[src/hw/rtl/gww_pkg.sv]
// shared types, constants and helpers of the greedy word wrap block
package gww_pkg;

  localparam int PEN_W      = 20;
  localparam int ADV_W      = 17;
  localparam int COL_W      = 16;
  localparam int SB_W       = 17;
  localparam int TALLY_W    = 9;
  localparam int WIDTH_W    = 12;
  localparam int BYTES_W    = 3;
  localparam int TS_W       = 5;
  localparam int LIMIT_W    = 16;
  localparam int ENTRY_W    = 16;
  localparam int CFG_IDX_W  = 2;
  localparam int CFG_DATA_W = 16;

  localparam logic [CFG_IDX_W-1:0] CFG_WRAP_LIMIT  = 2'd0;
  localparam logic [CFG_IDX_W-1:0] CFG_SPACE_WIDTH = 2'd1;
  localparam logic [CFG_IDX_W-1:0] CFG_TAB_STOP    = 2'd2;

  localparam logic [LIMIT_W-1:0] WRAP_LIMIT_RST  = 16'hFFFF;
  localparam logic [WIDTH_W-1:0] SPACE_WIDTH_RST = 12'd512;
  localparam logic [TS_W-1:0]    TAB_STOP_RST    = 5'd4;

  localparam logic [PEN_W-1:0]   PEN_MAX   = 20'hFFFFF;
  localparam logic [SB_W-1:0]    NO_SPACE  = 17'h1FFFF;
  localparam logic [TALLY_W-1:0] TALLY_MAX = 9'd256;
  localparam logic [1:0]         MAX_BREAKS = 2'd2;

  typedef enum logic [3:0] {
    ST_IDLE,
    ST_ADV,
    ST_TAB_WAIT,
    ST_TEST,
    ST_EMIT_BRK,
    ST_RM_READ,
    ST_RM_DATA,
    ST_RM_TAB,
    ST_RM_ADD,
    ST_COMMIT,
    ST_EMIT_END
  } state_t;

  typedef enum logic [1:0] {
    ADV_IN,
    ADV_ENTRY,
    ADV_TAB
  } adv_src_t;

  typedef struct packed {
    logic     latch_in;
    logic     tab_start;
    logic     tab_from_rm;
    logic     adv_load;
    adv_src_t adv_src;
    logic     emit_brk;
    logic     rm_read;
    logic     rm_skip;
    logic     rm_keep;
    logic     rm_finish;
    logic     commit;
    logic     emit_end;
  } cmd_t;

  typedef struct packed {
    logic item_empty;
    logic item_tab;
    logic item_last;
    logic tab_done;
    logic break_hit;
    logic rm_more;
    logic rm_take;
    logic entry_tab;
    logic slot_free;
  } stat_t;

  function automatic logic [PEN_W-1:0] pen_add(input logic [PEN_W-1:0] x,
                                               input logic [ADV_W-1:0] a);
    logic [PEN_W:0] s;
    s = {1'b0, x} + (PEN_W + 1)'(a);
    pen_add = s[PEN_W] ? PEN_MAX : s[PEN_W-1:0];
  endfunction

endpackage

[src/hw/rtl/gww_tab_unit.sv]
// bit-serial tab advance unit: (tab_stop - (x / space_width) mod tab_stop) * space_width
module gww_tab_unit (
  input  logic                          clk,
  input  logic                          rst,
  input  logic                          start,
  input  logic [gww_pkg::PEN_W-1:0]     x,
  input  logic [gww_pkg::WIDTH_W-1:0]   space_width,
  input  logic [gww_pkg::TS_W-1:0]      tab_stop,
  output logic                          done,
  output logic [gww_pkg::ADV_W-1:0]     adv
);

  logic                            busy;
  logic                            mul_pend;
  logic [4:0]                      cnt;
  logic [gww_pkg::PEN_W-1:0]       xs;
  logic [gww_pkg::WIDTH_W-1:0]     rem;
  logic [gww_pkg::WIDTH_W-1:0]     sw;
  logic [gww_pkg::TS_W-1:0]        ts;
  logic [gww_pkg::TS_W-1:0]        modr;

  logic [gww_pkg::WIDTH_W:0]       t;
  logic                            qbit;
  logic [gww_pkg::WIDTH_W-1:0]     rem_next;
  logic [gww_pkg::TS_W:0]          m2;
  logic [gww_pkg::TS_W-1:0]        modr_next;

  // one quotient bit per cycle, quotient folded into its residue mod ts
  always_comb begin
    t         = {rem, xs[gww_pkg::PEN_W-1]};
    qbit      = (t >= {1'b0, sw});
    rem_next  = qbit ? gww_pkg::WIDTH_W'(t - {1'b0, sw}) : t[gww_pkg::WIDTH_W-1:0];
    m2        = {modr, qbit};
    modr_next = (m2 >= {1'b0, ts}) ? gww_pkg::TS_W'(m2 - {1'b0, ts})
                                   : m2[gww_pkg::TS_W-1:0];
  end

  always_ff @(posedge clk) begin
    if (rst) begin
      busy     <= 1'b0;
      mul_pend <= 1'b0;
      done     <= 1'b0;
    end else begin
      done <= 1'b0;
      if (start) begin
        busy <= 1'b1;
      end else if (busy && cnt == 5'd0) begin
        busy     <= 1'b0;
        mul_pend <= 1'b1;
      end else if (mul_pend) begin
        mul_pend <= 1'b0;
        done     <= 1'b1;
      end
    end
  end

  always_ff @(posedge clk) begin
    if (start) begin
      sw   <= (space_width == '0) ? gww_pkg::WIDTH_W'(1) : space_width;
      ts   <= (tab_stop == '0) ? gww_pkg::TS_W'(1) : tab_stop;
      xs   <= x;
      rem  <= '0;
      modr <= '0;
      cnt  <= 5'(gww_pkg::PEN_W - 1);
    end else if (busy) begin
      xs   <= {xs[gww_pkg::PEN_W-2:0], 1'b0};
      rem  <= rem_next;
      modr <= modr_next;
      cnt  <= cnt - 5'd1;
    end
    if (mul_pend) begin
      adv <= gww_pkg::ADV_W'(ts - modr) * gww_pkg::ADV_W'(sw);
    end
  end

endmodule

[src/hw/rtl/gww_datapath.sv]
// datapath: config, line state, segment glyph buffer, result register
module gww_datapath #(
  parameter int MAX_SEGMENT_GLYPHS = 256
) (
  input  logic                              clk,
  input  logic                              rst,
  input  gww_pkg::cmd_t                     cmd,
  output gww_pkg::stat_t                    stat,
  input  logic                              cfg_write,
  input  logic [gww_pkg::CFG_IDX_W-1:0]     cfg_index,
  input  logic [gww_pkg::CFG_DATA_W-1:0]    cfg_data,
  input  logic [gww_pkg::WIDTH_W-1:0]       glyph_width,
  input  logic [gww_pkg::BYTES_W-1:0]       glyph_bytes,
  input  logic                              is_space,
  input  logic                              is_tab,
  input  logic                              line_last,
  input  logic                              result_ready,
  output logic                              result_valid,
  output logic [gww_pkg::COL_W-1:0]         break_column,
  output logic                              line_end,
  output logic [gww_pkg::TALLY_W-1:0]       segment_count,
  output logic                              buffer_overflow
);

  localparam int FILL_W   = $clog2(MAX_SEGMENT_GLYPHS + 1);
  localparam int ADDR_W   = $clog2(MAX_SEGMENT_GLYPHS);
  localparam int RM_COL_W = gww_pkg::COL_W + $clog2(MAX_SEGMENT_GLYPHS) + 3;

  logic [gww_pkg::LIMIT_W-1:0]  wrap_limit;
  logic [gww_pkg::WIDTH_W-1:0]  space_width;
  logic [gww_pkg::TS_W-1:0]     tab_stop;

  logic [gww_pkg::WIDTH_W-1:0]  in_w;
  logic [gww_pkg::BYTES_W-1:0]  in_bytes;
  logic                         in_sp;
  logic                         in_tab;
  logic                         in_last;

  logic [FILL_W-1:0]            fill;
  logic [gww_pkg::PEN_W-1:0]    pen_x;
  logic [gww_pkg::COL_W-1:0]    byte_column;
  logic [gww_pkg::COL_W-1:0]    segment_start;
  logic [gww_pkg::SB_W-1:0]     space_break;
  logic [gww_pkg::TALLY_W-1:0]  break_tally;
  logic                         overflow_seen;
  logic [1:0]                   breaks;
  logic [gww_pkg::ADV_W-1:0]    adv;

  logic [FILL_W-1:0]            rm_j;
  logic [FILL_W-1:0]            rm_keep;
  logic [RM_COL_W-1:0]          rm_col;
  logic [gww_pkg::PEN_W-1:0]    rm_x;

  logic [gww_pkg::ENTRY_W-1:0]  mem [MAX_SEGMENT_GLYPHS];
  logic [gww_pkg::ENTRY_W-1:0]  rd_data;

  logic                         tab_done;
  logic [gww_pkg::ADV_W-1:0]    tab_adv;
  logic [gww_pkg::PEN_W-1:0]    tab_x;
  logic [gww_pkg::PEN_W:0]      pen_sum;
  logic [gww_pkg::COL_W-1:0]    brk;
  logic [gww_pkg::BYTES_W-1:0]  entry_bytes;
  logic                         has_room;

  gww_tab_unit u_tab (
    .clk         (clk),
    .rst         (rst),
    .start       (cmd.tab_start),
    .x           (tab_x),
    .space_width (space_width),
    .tab_stop    (tab_stop),
    .done        (tab_done),
    .adv         (tab_adv)
  );

  always_comb begin
    tab_x       = cmd.tab_from_rm ? rm_x : pen_x;
    pen_sum     = {1'b0, pen_x} + (gww_pkg::PEN_W + 1)'(adv);
    entry_bytes = rd_data[14:12];
    has_room    = (fill < FILL_W'(MAX_SEGMENT_GLYPHS));
    if (space_break != gww_pkg::NO_SPACE && space_break > {1'b0, segment_start}) begin
      brk = space_break[gww_pkg::COL_W-1:0];
    end else begin
      brk = byte_column;
    end
    stat.item_empty = (in_bytes == '0);
    stat.item_tab   = in_tab;
    stat.item_last  = in_last;
    stat.tab_done   = tab_done;
    stat.break_hit  = (breaks != gww_pkg::MAX_BREAKS)
                   && (pen_sum > (gww_pkg::PEN_W + 1)'(wrap_limit))
                   && (byte_column > segment_start);
    stat.rm_more    = (rm_j < fill);
    stat.rm_take    = (rm_col >= RM_COL_W'(segment_start));
    stat.entry_tab  = rd_data[15];
    stat.slot_free  = !result_valid || result_ready;
  end

  // control and line state
  always_ff @(posedge clk) begin
    if (rst) begin
      wrap_limit    <= gww_pkg::WRAP_LIMIT_RST;
      space_width   <= gww_pkg::SPACE_WIDTH_RST;
      tab_stop      <= gww_pkg::TAB_STOP_RST;
      fill          <= '0;
      pen_x         <= '0;
      byte_column   <= '0;
      segment_start <= '0;
      space_break   <= gww_pkg::NO_SPACE;
      break_tally   <= '0;
      overflow_seen <= 1'b0;
      breaks        <= '0;
      result_valid  <= 1'b0;
    end else begin
      if (cfg_write) begin
        unique case (cfg_index)
          gww_pkg::CFG_WRAP_LIMIT:  wrap_limit  <= cfg_data;
          gww_pkg::CFG_SPACE_WIDTH: space_width <= cfg_data[gww_pkg::WIDTH_W-1:0];
          gww_pkg::CFG_TAB_STOP:    tab_stop    <= cfg_data[gww_pkg::TS_W-1:0];
          default: ;
        endcase
      end
      if (cmd.emit_brk || cmd.emit_end) begin
        result_valid <= 1'b1;
      end else if (result_valid && result_ready) begin
        result_valid <= 1'b0;
      end
      if (cmd.latch_in) begin
        breaks <= '0;
      end
      if (cmd.emit_brk) begin
        breaks        <= breaks + 2'd1;
        if (break_tally < gww_pkg::TALLY_MAX) begin
          break_tally <= break_tally + gww_pkg::TALLY_W'(1);
        end
        segment_start <= brk;
      end
      if (cmd.rm_finish) begin
        fill        <= rm_keep;
        pen_x       <= rm_x;
        space_break <= gww_pkg::NO_SPACE;
      end
      if (cmd.commit) begin
        if (has_room) begin
          fill <= fill + FILL_W'(1);
        end else begin
          overflow_seen <= 1'b1;
        end
        if (in_sp) begin
          space_break <= gww_pkg::SB_W'(byte_column) + gww_pkg::SB_W'(in_bytes);
        end
        pen_x       <= gww_pkg::pen_add(pen_x, adv);
        byte_column <= byte_column + gww_pkg::COL_W'(in_bytes);
      end
      if (cmd.emit_end) begin
        fill          <= '0;
        pen_x         <= '0;
        byte_column   <= '0;
        segment_start <= '0;
        space_break   <= gww_pkg::NO_SPACE;
        break_tally   <= '0;
        overflow_seen <= 1'b0;
      end
    end
  end

  // payload: latched glyph, advance, re-measure walk, results
  always_ff @(posedge clk) begin
    if (cmd.latch_in) begin
      in_w     <= glyph_width;
      in_bytes <= glyph_bytes;
      in_sp    <= is_space;
      in_tab   <= is_tab;
      in_last  <= line_last;
    end
    if (cmd.adv_load) begin
      case (cmd.adv_src)
        gww_pkg::ADV_IN:    adv <= gww_pkg::ADV_W'(in_w);
        gww_pkg::ADV_ENTRY: adv <= gww_pkg::ADV_W'(rd_data[gww_pkg::WIDTH_W-1:0]);
        gww_pkg::ADV_TAB:   adv <= tab_adv;
        default:            adv <= tab_adv;
      endcase
    end
    if (cmd.emit_brk) begin
      break_column    <= brk;
      line_end        <= 1'b0;
      segment_count   <= '0;
      buffer_overflow <= overflow_seen;
      rm_col          <= RM_COL_W'(segment_start);
      rm_j            <= '0;
      rm_keep         <= '0;
      rm_x            <= '0;
    end
    if (cmd.emit_end) begin
      break_column    <= '0;
      line_end        <= 1'b1;
      segment_count   <= break_tally + gww_pkg::TALLY_W'(1);
      buffer_overflow <= overflow_seen;
    end
    if (cmd.rm_skip) begin
      rm_col <= rm_col + RM_COL_W'(entry_bytes);
      rm_j   <= rm_j + FILL_W'(1);
    end
    if (cmd.rm_keep) begin
      rm_x    <= gww_pkg::pen_add(rm_x, adv);
      rm_keep <= rm_keep + FILL_W'(1);
      rm_col  <= rm_col + RM_COL_W'(entry_bytes);
      rm_j    <= rm_j + FILL_W'(1);
    end
  end

  // segment glyph buffer, one write and one registered read per cycle
  always_ff @(posedge clk) begin
    if (cmd.rm_read) begin
      rd_data <= mem[rm_j[ADDR_W-1:0]];
    end
    if (cmd.rm_keep) begin
      mem[rm_keep[ADDR_W-1:0]] <= rd_data;
    end else if (cmd.commit && has_room) begin
      mem[fill[ADDR_W-1:0]] <= {in_tab, in_bytes, in_w};
    end
  end

endmodule

[src/hw/rtl/gww_ctrl.sv]
// controller state machine of the greedy word wrap block
module gww_ctrl (
  input  logic            clk,
  input  logic            rst,
  input  logic            glyph_valid,
  output logic            glyph_ready,
  input  gww_pkg::stat_t  stat,
  output gww_pkg::cmd_t   cmd
);

  gww_pkg::state_t state, state_next;

  always_ff @(posedge clk) begin
    if (rst) begin
      state <= gww_pkg::ST_IDLE;
    end else begin
      state <= state_next;
    end
  end

  always_comb begin
    state_next  = state;
    cmd         = '0;
    cmd.adv_src = gww_pkg::ADV_IN;
    glyph_ready = 1'b0;
    unique case (state)
      gww_pkg::ST_IDLE: begin
        glyph_ready = 1'b1;
        if (glyph_valid) begin
          cmd.latch_in = 1'b1;
          state_next   = gww_pkg::ST_ADV;
        end
      end
      gww_pkg::ST_ADV: begin
        if (stat.item_empty) begin
          state_next = gww_pkg::ST_EMIT_END;
        end else if (stat.item_tab) begin
          cmd.tab_start = 1'b1;
          state_next    = gww_pkg::ST_TAB_WAIT;
        end else begin
          cmd.adv_load = 1'b1;
          state_next   = gww_pkg::ST_TEST;
        end
      end
      gww_pkg::ST_TAB_WAIT: begin
        if (stat.tab_done) begin
          cmd.adv_load = 1'b1;
          cmd.adv_src  = gww_pkg::ADV_TAB;
          state_next   = gww_pkg::ST_TEST;
        end
      end
      gww_pkg::ST_TEST: begin
        state_next = stat.break_hit ? gww_pkg::ST_EMIT_BRK : gww_pkg::ST_COMMIT;
      end
      gww_pkg::ST_EMIT_BRK: begin
        if (stat.slot_free) begin
          cmd.emit_brk = 1'b1;
          state_next   = gww_pkg::ST_RM_READ;
        end
      end
      gww_pkg::ST_RM_READ: begin
        if (stat.rm_more) begin
          cmd.rm_read = 1'b1;
          state_next  = gww_pkg::ST_RM_DATA;
        end else begin
          cmd.rm_finish = 1'b1;
          state_next    = gww_pkg::ST_ADV;
        end
      end
      gww_pkg::ST_RM_DATA: begin
        if (!stat.rm_take) begin
          cmd.rm_skip = 1'b1;
          state_next  = gww_pkg::ST_RM_READ;
        end else if (stat.entry_tab) begin
          cmd.tab_start   = 1'b1;
          cmd.tab_from_rm = 1'b1;
          state_next      = gww_pkg::ST_RM_TAB;
        end else begin
          cmd.adv_load = 1'b1;
          cmd.adv_src  = gww_pkg::ADV_ENTRY;
          state_next   = gww_pkg::ST_RM_ADD;
        end
      end
      gww_pkg::ST_RM_TAB: begin
        if (stat.tab_done) begin
          cmd.adv_load = 1'b1;
          cmd.adv_src  = gww_pkg::ADV_TAB;
          state_next   = gww_pkg::ST_RM_ADD;
        end
      end
      gww_pkg::ST_RM_ADD: begin
        cmd.rm_keep = 1'b1;
        state_next  = gww_pkg::ST_RM_READ;
      end
      gww_pkg::ST_COMMIT: begin
        cmd.commit = 1'b1;
        state_next = stat.item_last ? gww_pkg::ST_EMIT_END : gww_pkg::ST_IDLE;
      end
      gww_pkg::ST_EMIT_END: begin
        if (stat.slot_free) begin
          cmd.emit_end = 1'b1;
          state_next   = gww_pkg::ST_IDLE;
        end
      end
      default: state_next = gww_pkg::ST_IDLE;
    endcase
  end

endmodule

[src/hw/rtl/greedy_word_wrap.sv]
// top level of the greedy word wrap block
//
//  port    dir  handshake                    beat fields
//  glyph   in   glyph_valid / glyph_ready    glyph_width glyph_bytes is_space is_tab line_last
//  result  out  result_valid / result_ready  break_column line_end segment_count buffer_overflow
//  cfg     in   cfg_write                    cfg_index cfg_data
//
// a glyph beat runs advance, break test and commit, then a line end when it closes its line;
//   an empty glyph goes to line end; a tab runs the tab unit's quotient bits and multiply
// a break emits and re-walks the buffer; kept glyphs re-add, kept tabs rerun the tab unit
// reset is synchronous; the fill count guards the buffer, so a glyph is taken as soon
//   as reset is released
// stalls: a break or line end waits while the output register holds an untaken beat
module greedy_word_wrap #(
  parameter int MAX_SEGMENT_GLYPHS = 256
) (
  input  logic                              clk,
  input  logic                              rst,
  input  logic                              cfg_write,
  input  logic [gww_pkg::CFG_IDX_W-1:0]     cfg_index,
  input  logic [gww_pkg::CFG_DATA_W-1:0]    cfg_data,
  input  logic                              glyph_valid,
  output logic                              glyph_ready,
  input  logic [gww_pkg::WIDTH_W-1:0]       glyph_width,
  input  logic [gww_pkg::BYTES_W-1:0]       glyph_bytes,
  input  logic                              is_space,
  input  logic                              is_tab,
  input  logic                              line_last,
  output logic                              result_valid,
  input  logic                              result_ready,
  output logic [gww_pkg::COL_W-1:0]         break_column,
  output logic                              line_end,
  output logic [gww_pkg::TALLY_W-1:0]       segment_count,
  output logic                              buffer_overflow
);

  // command and status between sequencer and datapath
  gww_pkg::cmd_t  cmd;
  gww_pkg::stat_t stat;

  // sequencer: accepts a glyph in idle, runs advance, break test, re-measure, commit, line end
  gww_ctrl u_ctrl (
    .clk         (clk),
    .rst         (rst),
    .glyph_valid (glyph_valid),
    .glyph_ready (glyph_ready),
    .stat        (stat),
    .cmd         (cmd)
  );

  // datapath: config registers, line state, glyph buffer, result register
  gww_datapath #(
    .MAX_SEGMENT_GLYPHS (MAX_SEGMENT_GLYPHS)
  ) u_dp (
    .clk             (clk),
    .rst             (rst),
    .cmd             (cmd),
    .stat            (stat),
    .cfg_write       (cfg_write),
    .cfg_index       (cfg_index),
    .cfg_data        (cfg_data),
    .glyph_width     (glyph_width),
    .glyph_bytes     (glyph_bytes),
    .is_space        (is_space),
    .is_tab          (is_tab),
    .line_last       (line_last),
    .result_ready    (result_ready),
    .result_valid    (result_valid),
    .break_column    (break_column),
    .line_end        (line_end),
    .segment_count   (segment_count),
    .buffer_overflow (buffer_overflow)
  );

endmodule
[config.mk]
export PLATFORM = sky130hd
export DESIGN_NAME = greedy_word_wrap
export DESIGN_NICKNAME = d
export VERILOG_FILES = /design/src/hw/rtl/gww_pkg.sv /design/src/hw/rtl/gww_tab_unit.sv /design/src/hw/rtl/gww_datapath.sv /design/src/hw/rtl/gww_ctrl.sv /design/src/hw/rtl/greedy_word_wrap.sv
export SDC_FILE = /design/constraint.sdc
export NUM_CORES = 2
export LEC_CHECK = 0
export ABC_AREA = 0
export BUFFER_PORTS_ARGS = -buffer_cell sky130_fd_sc_hd__buf_2
export CELL_PAD_IN_SITES_DETAIL_PLACEMENT = 2
export CELL_PAD_IN_SITES_GLOBAL_PLACEMENT = 2
export CORE_AREA = 5 5 578 580
export DETAILED_ROUTE_END_ITERATION = 7
export DIE_AREA = 0 0 583 585
export PLACE_DENSITY_LB_ADDON = 0.1
export SLEW_MARGIN = 10
export SYNTH_ARGS = -nofsm -noshare
export SYNTH_HDL_FRONTEND = slang
export SYNTH_SLANG_ARGS = --single-unit
[constraint.sdc]
create_clock -name clk -period 32.6 [get_ports clk]
set_input_delay 1.63 -clock clk [delete_from_list [all_inputs] [get_ports clk]]
set_output_delay 1.63 -clock clk [all_outputs]
set_load 0.05 [all_outputs]
==> key figures, run 1 <==
Placed design
  • GPL Wtd Cong: 0.821
  • Port-buffer cells: 69
  • Post-DP HPWL: 425 mm

Floorplanning
  • Ports: 70
  • Die Wd: 583 µm
  • # rows: 211
  • Die H: 585 µm
  • Initial Utilization: 53.7%

Outcome
  • Stop err: [ERROR DPL-0033] detailed placement checks failed during check placement.
  • Status: stopped before the end
  • Stopping stage: 3_5_place_dp

Logic synthesis
  • Synthesis Warnings: 0
  • Most frequent cells after synthesis: 4276 x edfxtp_1, 1024 x mux4_2, 519 x nor2_1
  • Post-synth ARST share: 0%
  • Mapped Avg Cell Area: 19.7 µm²
  • Count leader, synth: edfxtp_1
  • Post-synth EDFFs: 4276
  • Ys flop type: edfxtp_1
  • Seq/Total Area, Yosys: 74.7%
  • Syn nets: 9242
  • Synth area leader: edfxtp_1
  • Gate Count Post-Synth: 8977
  • Synthesized area: 0.176 mm²
  • Top cells by area, synth: edfxtp_1 73%, mux4_2 13%, dfxtp_1 1.9%
  • Post-synth top area share: 72.7%
  • Post-synthesis register bit count: 4446
  • Post-synthesis cell type count: 74
-- cell families after synthesis --
logic type,Yosys count,synth area share [%]
adders and majority gates,224,1.79
DFF,4446,74.7
muxes,1066,13.3
and+or+nand+nor,1119,2.81
buffers and inverters,697,1.60
AOI/OAI and AO/OA,1295,5.16
xor gates and xnor gates,130,0.645
-- stage by stage --
step	setup slack, ns	instance area (µm²)	std cells
2_1_floorplan	19.36	176000	8977
3_3_place_gp	25.47	183000	13200
==> run 2, diff against run 1 <==
--- a/config.mk
+++ b/config.mk
@@ -7,12 +7,10 @@
 export LEC_CHECK = 0
 export ABC_AREA = 0
 export BUFFER_PORTS_ARGS = -buffer_cell sky130_fd_sc_hd__buf_2
-export CELL_PAD_IN_SITES_DETAIL_PLACEMENT = 2
-export CELL_PAD_IN_SITES_GLOBAL_PLACEMENT = 2
-export CORE_AREA = 5 5 578 580
+export CORE_AREA = 5 5 671 673
 export DETAILED_ROUTE_END_ITERATION = 7
-export DIE_AREA = 0 0 583 585
-export PLACE_DENSITY_LB_ADDON = 0.1
+export DIE_AREA = 0 0 676 678
+export PLACE_DENSITY_LB_ADDON = 0.15
 export SLEW_MARGIN = 10
 export SYNTH_ARGS = -nofsm -noshare
 export SYNTH_HDL_FRONTEND = slang
==> key figures, run 2 <==
STA
  • Fin. Hold Viols: 0
  • Fin Clk Skew: 0.0704 ns
  • Hold WS: 0.446 ns
  • Ratio of final minimum period to clock period: 23.0%
  • Final min period: 7.51 ns
  • Setup TNS: 0 ns
  • Worst-margin pin slew: 1.32 ns
  • # setup viols final: 0
  • Pins Over Slew Limit: 0
  • Unrepaired setup endpoints after global routing: false
  • Slew Limit Headroom: 12.3%
  • Fmax: 0.133 GHz

Global route
  • M2 GR Usage: 33.1%
  • Gr busiest metal: met2
  • Number of global-route vias before repair: 91300
  • First-pass GRT wire length: 691 mm
  • Met1 usage: 30.2%
  • Gr usage total: 20.9%
  • Largest net degree at the start of global routing: 185
  • GR Util met3: 4.00%
  • Antenna violations before repair: 20
  • Grt total ovfl: 0

Logic synthesis
  • Mapped Avg Cell Area: 19.7 µm² (unchanged)
  • Synthesized area: 0.176 mm² (unchanged)
  • Ys flop type: edfxtp_1 (unchanged)
  • Top cells by area, synth: edfxtp_1 73%, mux4_2 13%, dfxtp_1 1.9% (unchanged)
  • Synthesis Warnings: 0 (unchanged)
  • Post-synth top area share: 72.7% (unchanged)
  • Count leader, synth: edfxtp_1 (unchanged)
  • Seq/Total Area, Yosys: 74.7% (unchanged)
  • Synth area leader: edfxtp_1 (unchanged)
  • Post-synthesis cell type count: 74 (unchanged)
  • Gate Count Post-Synth: 8977 (unchanged)
  • Most frequent cells after synthesis: 4276 x edfxtp_1, 1024 x mux4_2, 519 x nor2_1 (unchanged)
  • Post-synth ARST share: 0% (unchanged)
  • Syn nets: 9242 (unchanged)
  • Post-synth EDFFs: 4276 (unchanged)
  • Post-synthesis register bit count: 4446 (unchanged)

Layout
  • Final #Nets: 9636
  • Area Growth Syn to Fin: 13.7%
  • Max FFs per register: 4096
  • Fill count: 37400
  • Share of layout cells above drive strength 1: 23.4%
  • Most common cell after layout, fill and taps aside: edfxtp_1
  • Most frequent cells in the layout: 4276 x edfxtp_1, 1024 x mux4_2, 467 x clkbuf_16

Critical path
  • CP max stage delay: 0.74 ns
  • Worst-path cell chain: buf_12, buf_4, buf_4, buf_4, buf_4, buf_4, mux4_2, a22oi_1, a21oi_1, nor2_1, o221ai_1, a22oi_1, o221ai_1
  • Worst path arrival time: 8.19 ns
  • CP max stage cell: buf_4
  • Worst setup EP type: flop
  • Reg2Reg Depth: 13
  • Setup crit start kind: flop
  • Kind of critical path: flop to flop
  • Worst Path Required: 33.28 ns
  • Crit-path most repeated cell: buf_4
  • Critical-path maximum fanout: 80

Outcome
  • Status: finished, final reports clean (was stopped before the end)

Route
  • Routed Antenna Nets: 0
  • First-pass iteration count of the detailed router: 7
  • Wire per inst: 31.1 µm
  • Vias: 91000
  • DRC Markers: 0
  • Vias per cell: 5.80
  • Initial DRC count: 9754
  • Routed WL: 488 mm

Power
  • Clock power frac: 38.3%
  • Power Dens Cells: 67.6 mW/mm²
  • Internal power: 0.0101 W
  • Sw Ratio: 25.2%
  • P_sw: 0.00342 W
  • Combinational power share: 14.5%
  • Reg power frac: 47.2%
  • Leak: 63.7 nW
  • Worst vdd ir: 121 µV
  • Power Total: 0.0136 W

Clock tree
  • CTS Buf Count: 455
  • Root buf cell: clkbuf_16
  • Clock transition at the registers of the reported paths: 0.06 ns
  • Clock buffer depth: 4
  • PostCTS Resize Cnt: 0
  • Later-pin clock latency in the skew report: 1.00 ns
  • CTS tree: built
  • Hold-fix buffers, CTS: 0
  • H-tree levels: 5
  • # clock sinks: 4446
  • Postcts setup bufs: 0

Placed design
  • GPL Wtd Cong: 0.796 (was 0.821)
  • Post-DP HPWL: 285 mm (was 425 mm)
  • Port-buffer cells: 69 (unchanged)

Run
  • Maxcap violations: 0

Floorplanning
  • Die Wd: 676 µm (was 583 µm)
  • Die H: 678 µm (was 585 µm)
  • # rows: 245 (was 211)
  • Ports: 70 (unchanged)
  • Die footprint: 0.458 mm²
  • Core Area: 0.444 mm²
  • Initial Utilization: 39.8% (was 53.7%)

Min path
  • Worst Hold Depth: 0
  • Worst Hold Class: flop to flop
## run 2: final timing paths
path	start	slack, ns	to
worst min register to register	u_dp.overflow_seen	0.45	u_dp.buffer_overflow
worst max register to register	u_dp.rm_j[0]	25.09	u_dp.rd_data[2]
worst max-delay path	u_dp.rm_j[0]	25.09	u_dp.rd_data[2]
worst min-delay path	u_dp.overflow_seen	0.45	u_dp.buffer_overflow
## run 2: power groups by stage
stage	Sequential [W]	Clock (W)	Combinational, W
global route	0.00641	0.00554	0.00220
global placement	0.00652	0	0.00199
CTS	0.00641	0.00530	0.00201
finish	0.00641	0.00520	0.00196
detailed placement	0.00653	0	0.00198
floorplan	0.00655	0	0.00139
## run 2: cell families (layout without fill, tap and decap cells)
kind of cell | after synthesis | after routing | synth area share (%)
AOI/OAI and AO/OA | 1295 | 1295 | 5.16
xor gates and xnor gates | 130 | 130 | 0.645
adders and majority gates | 224 | 224 | 1.79
buffers and inverters | 697 | 1478 | 1.60
DFF | 4446 | 4446 | 74.7
muxes | 1066 | 1066 | 13.3
other | 0 | 8 | 0
and+or+nand+nor | 1119 | 1119 | 2.81
## run 2: worst max-delay path, delay by kind of cell, from the launching register on
family,cells,cell delay (ns)
compound gates,5,1.63
flops,1,0.44
buf+inv,6,3.89
mux,1,0.59
simple gates,1,0.31
## run 2: stage by stage
step	utilization [%]	setup slack, ns	instances	instance area (µm²)
2_1_floorplan	-	19.36	8977	176000
3_3_place_gp	41.9	24.86	14800	186000
3_5_place_dp	41.9	24.83	14800	186000
4_1_cts	45.2	24.78	15700	201000
5_1_grt	45.2	24.52	15700	201000
6_report	45.2	25.09	15700	201000
## run 2: cell type report
| type | instances | area (µm²) | area share (%) |
|---|---|---|---|
| Antenna cell | 8 | 20.0 | 0.00997 |
| Clock buffer | 563 | 12100 | 6.04 |
| Clock inverter | 281 | 2700 | 1.35 |
| Inverter | 169 | 634 | 0.316 |
| Multi-Input combinational cell | 3834 | 42400 | 21.1 |
| Sequential cell | 4446 | 132000 | 65.7 |
| Tap cell | 5928 | 7420 | 3.70 |
| Timing Repair Buffer | 465 | 3600 | 1.79 |
## run 2: metal layers
| metal | part of all wire, % | wire length [µm] |
|---|---|---|
| met3 | 7.6 | 37000 |
| met4 | 2.1 | 10200 |
| met2 | 48 | 233000 |
| met5 | 0.0047 | 23 |
| met1 | 43 | 209000 |
(Power assumes the default switching activity.)
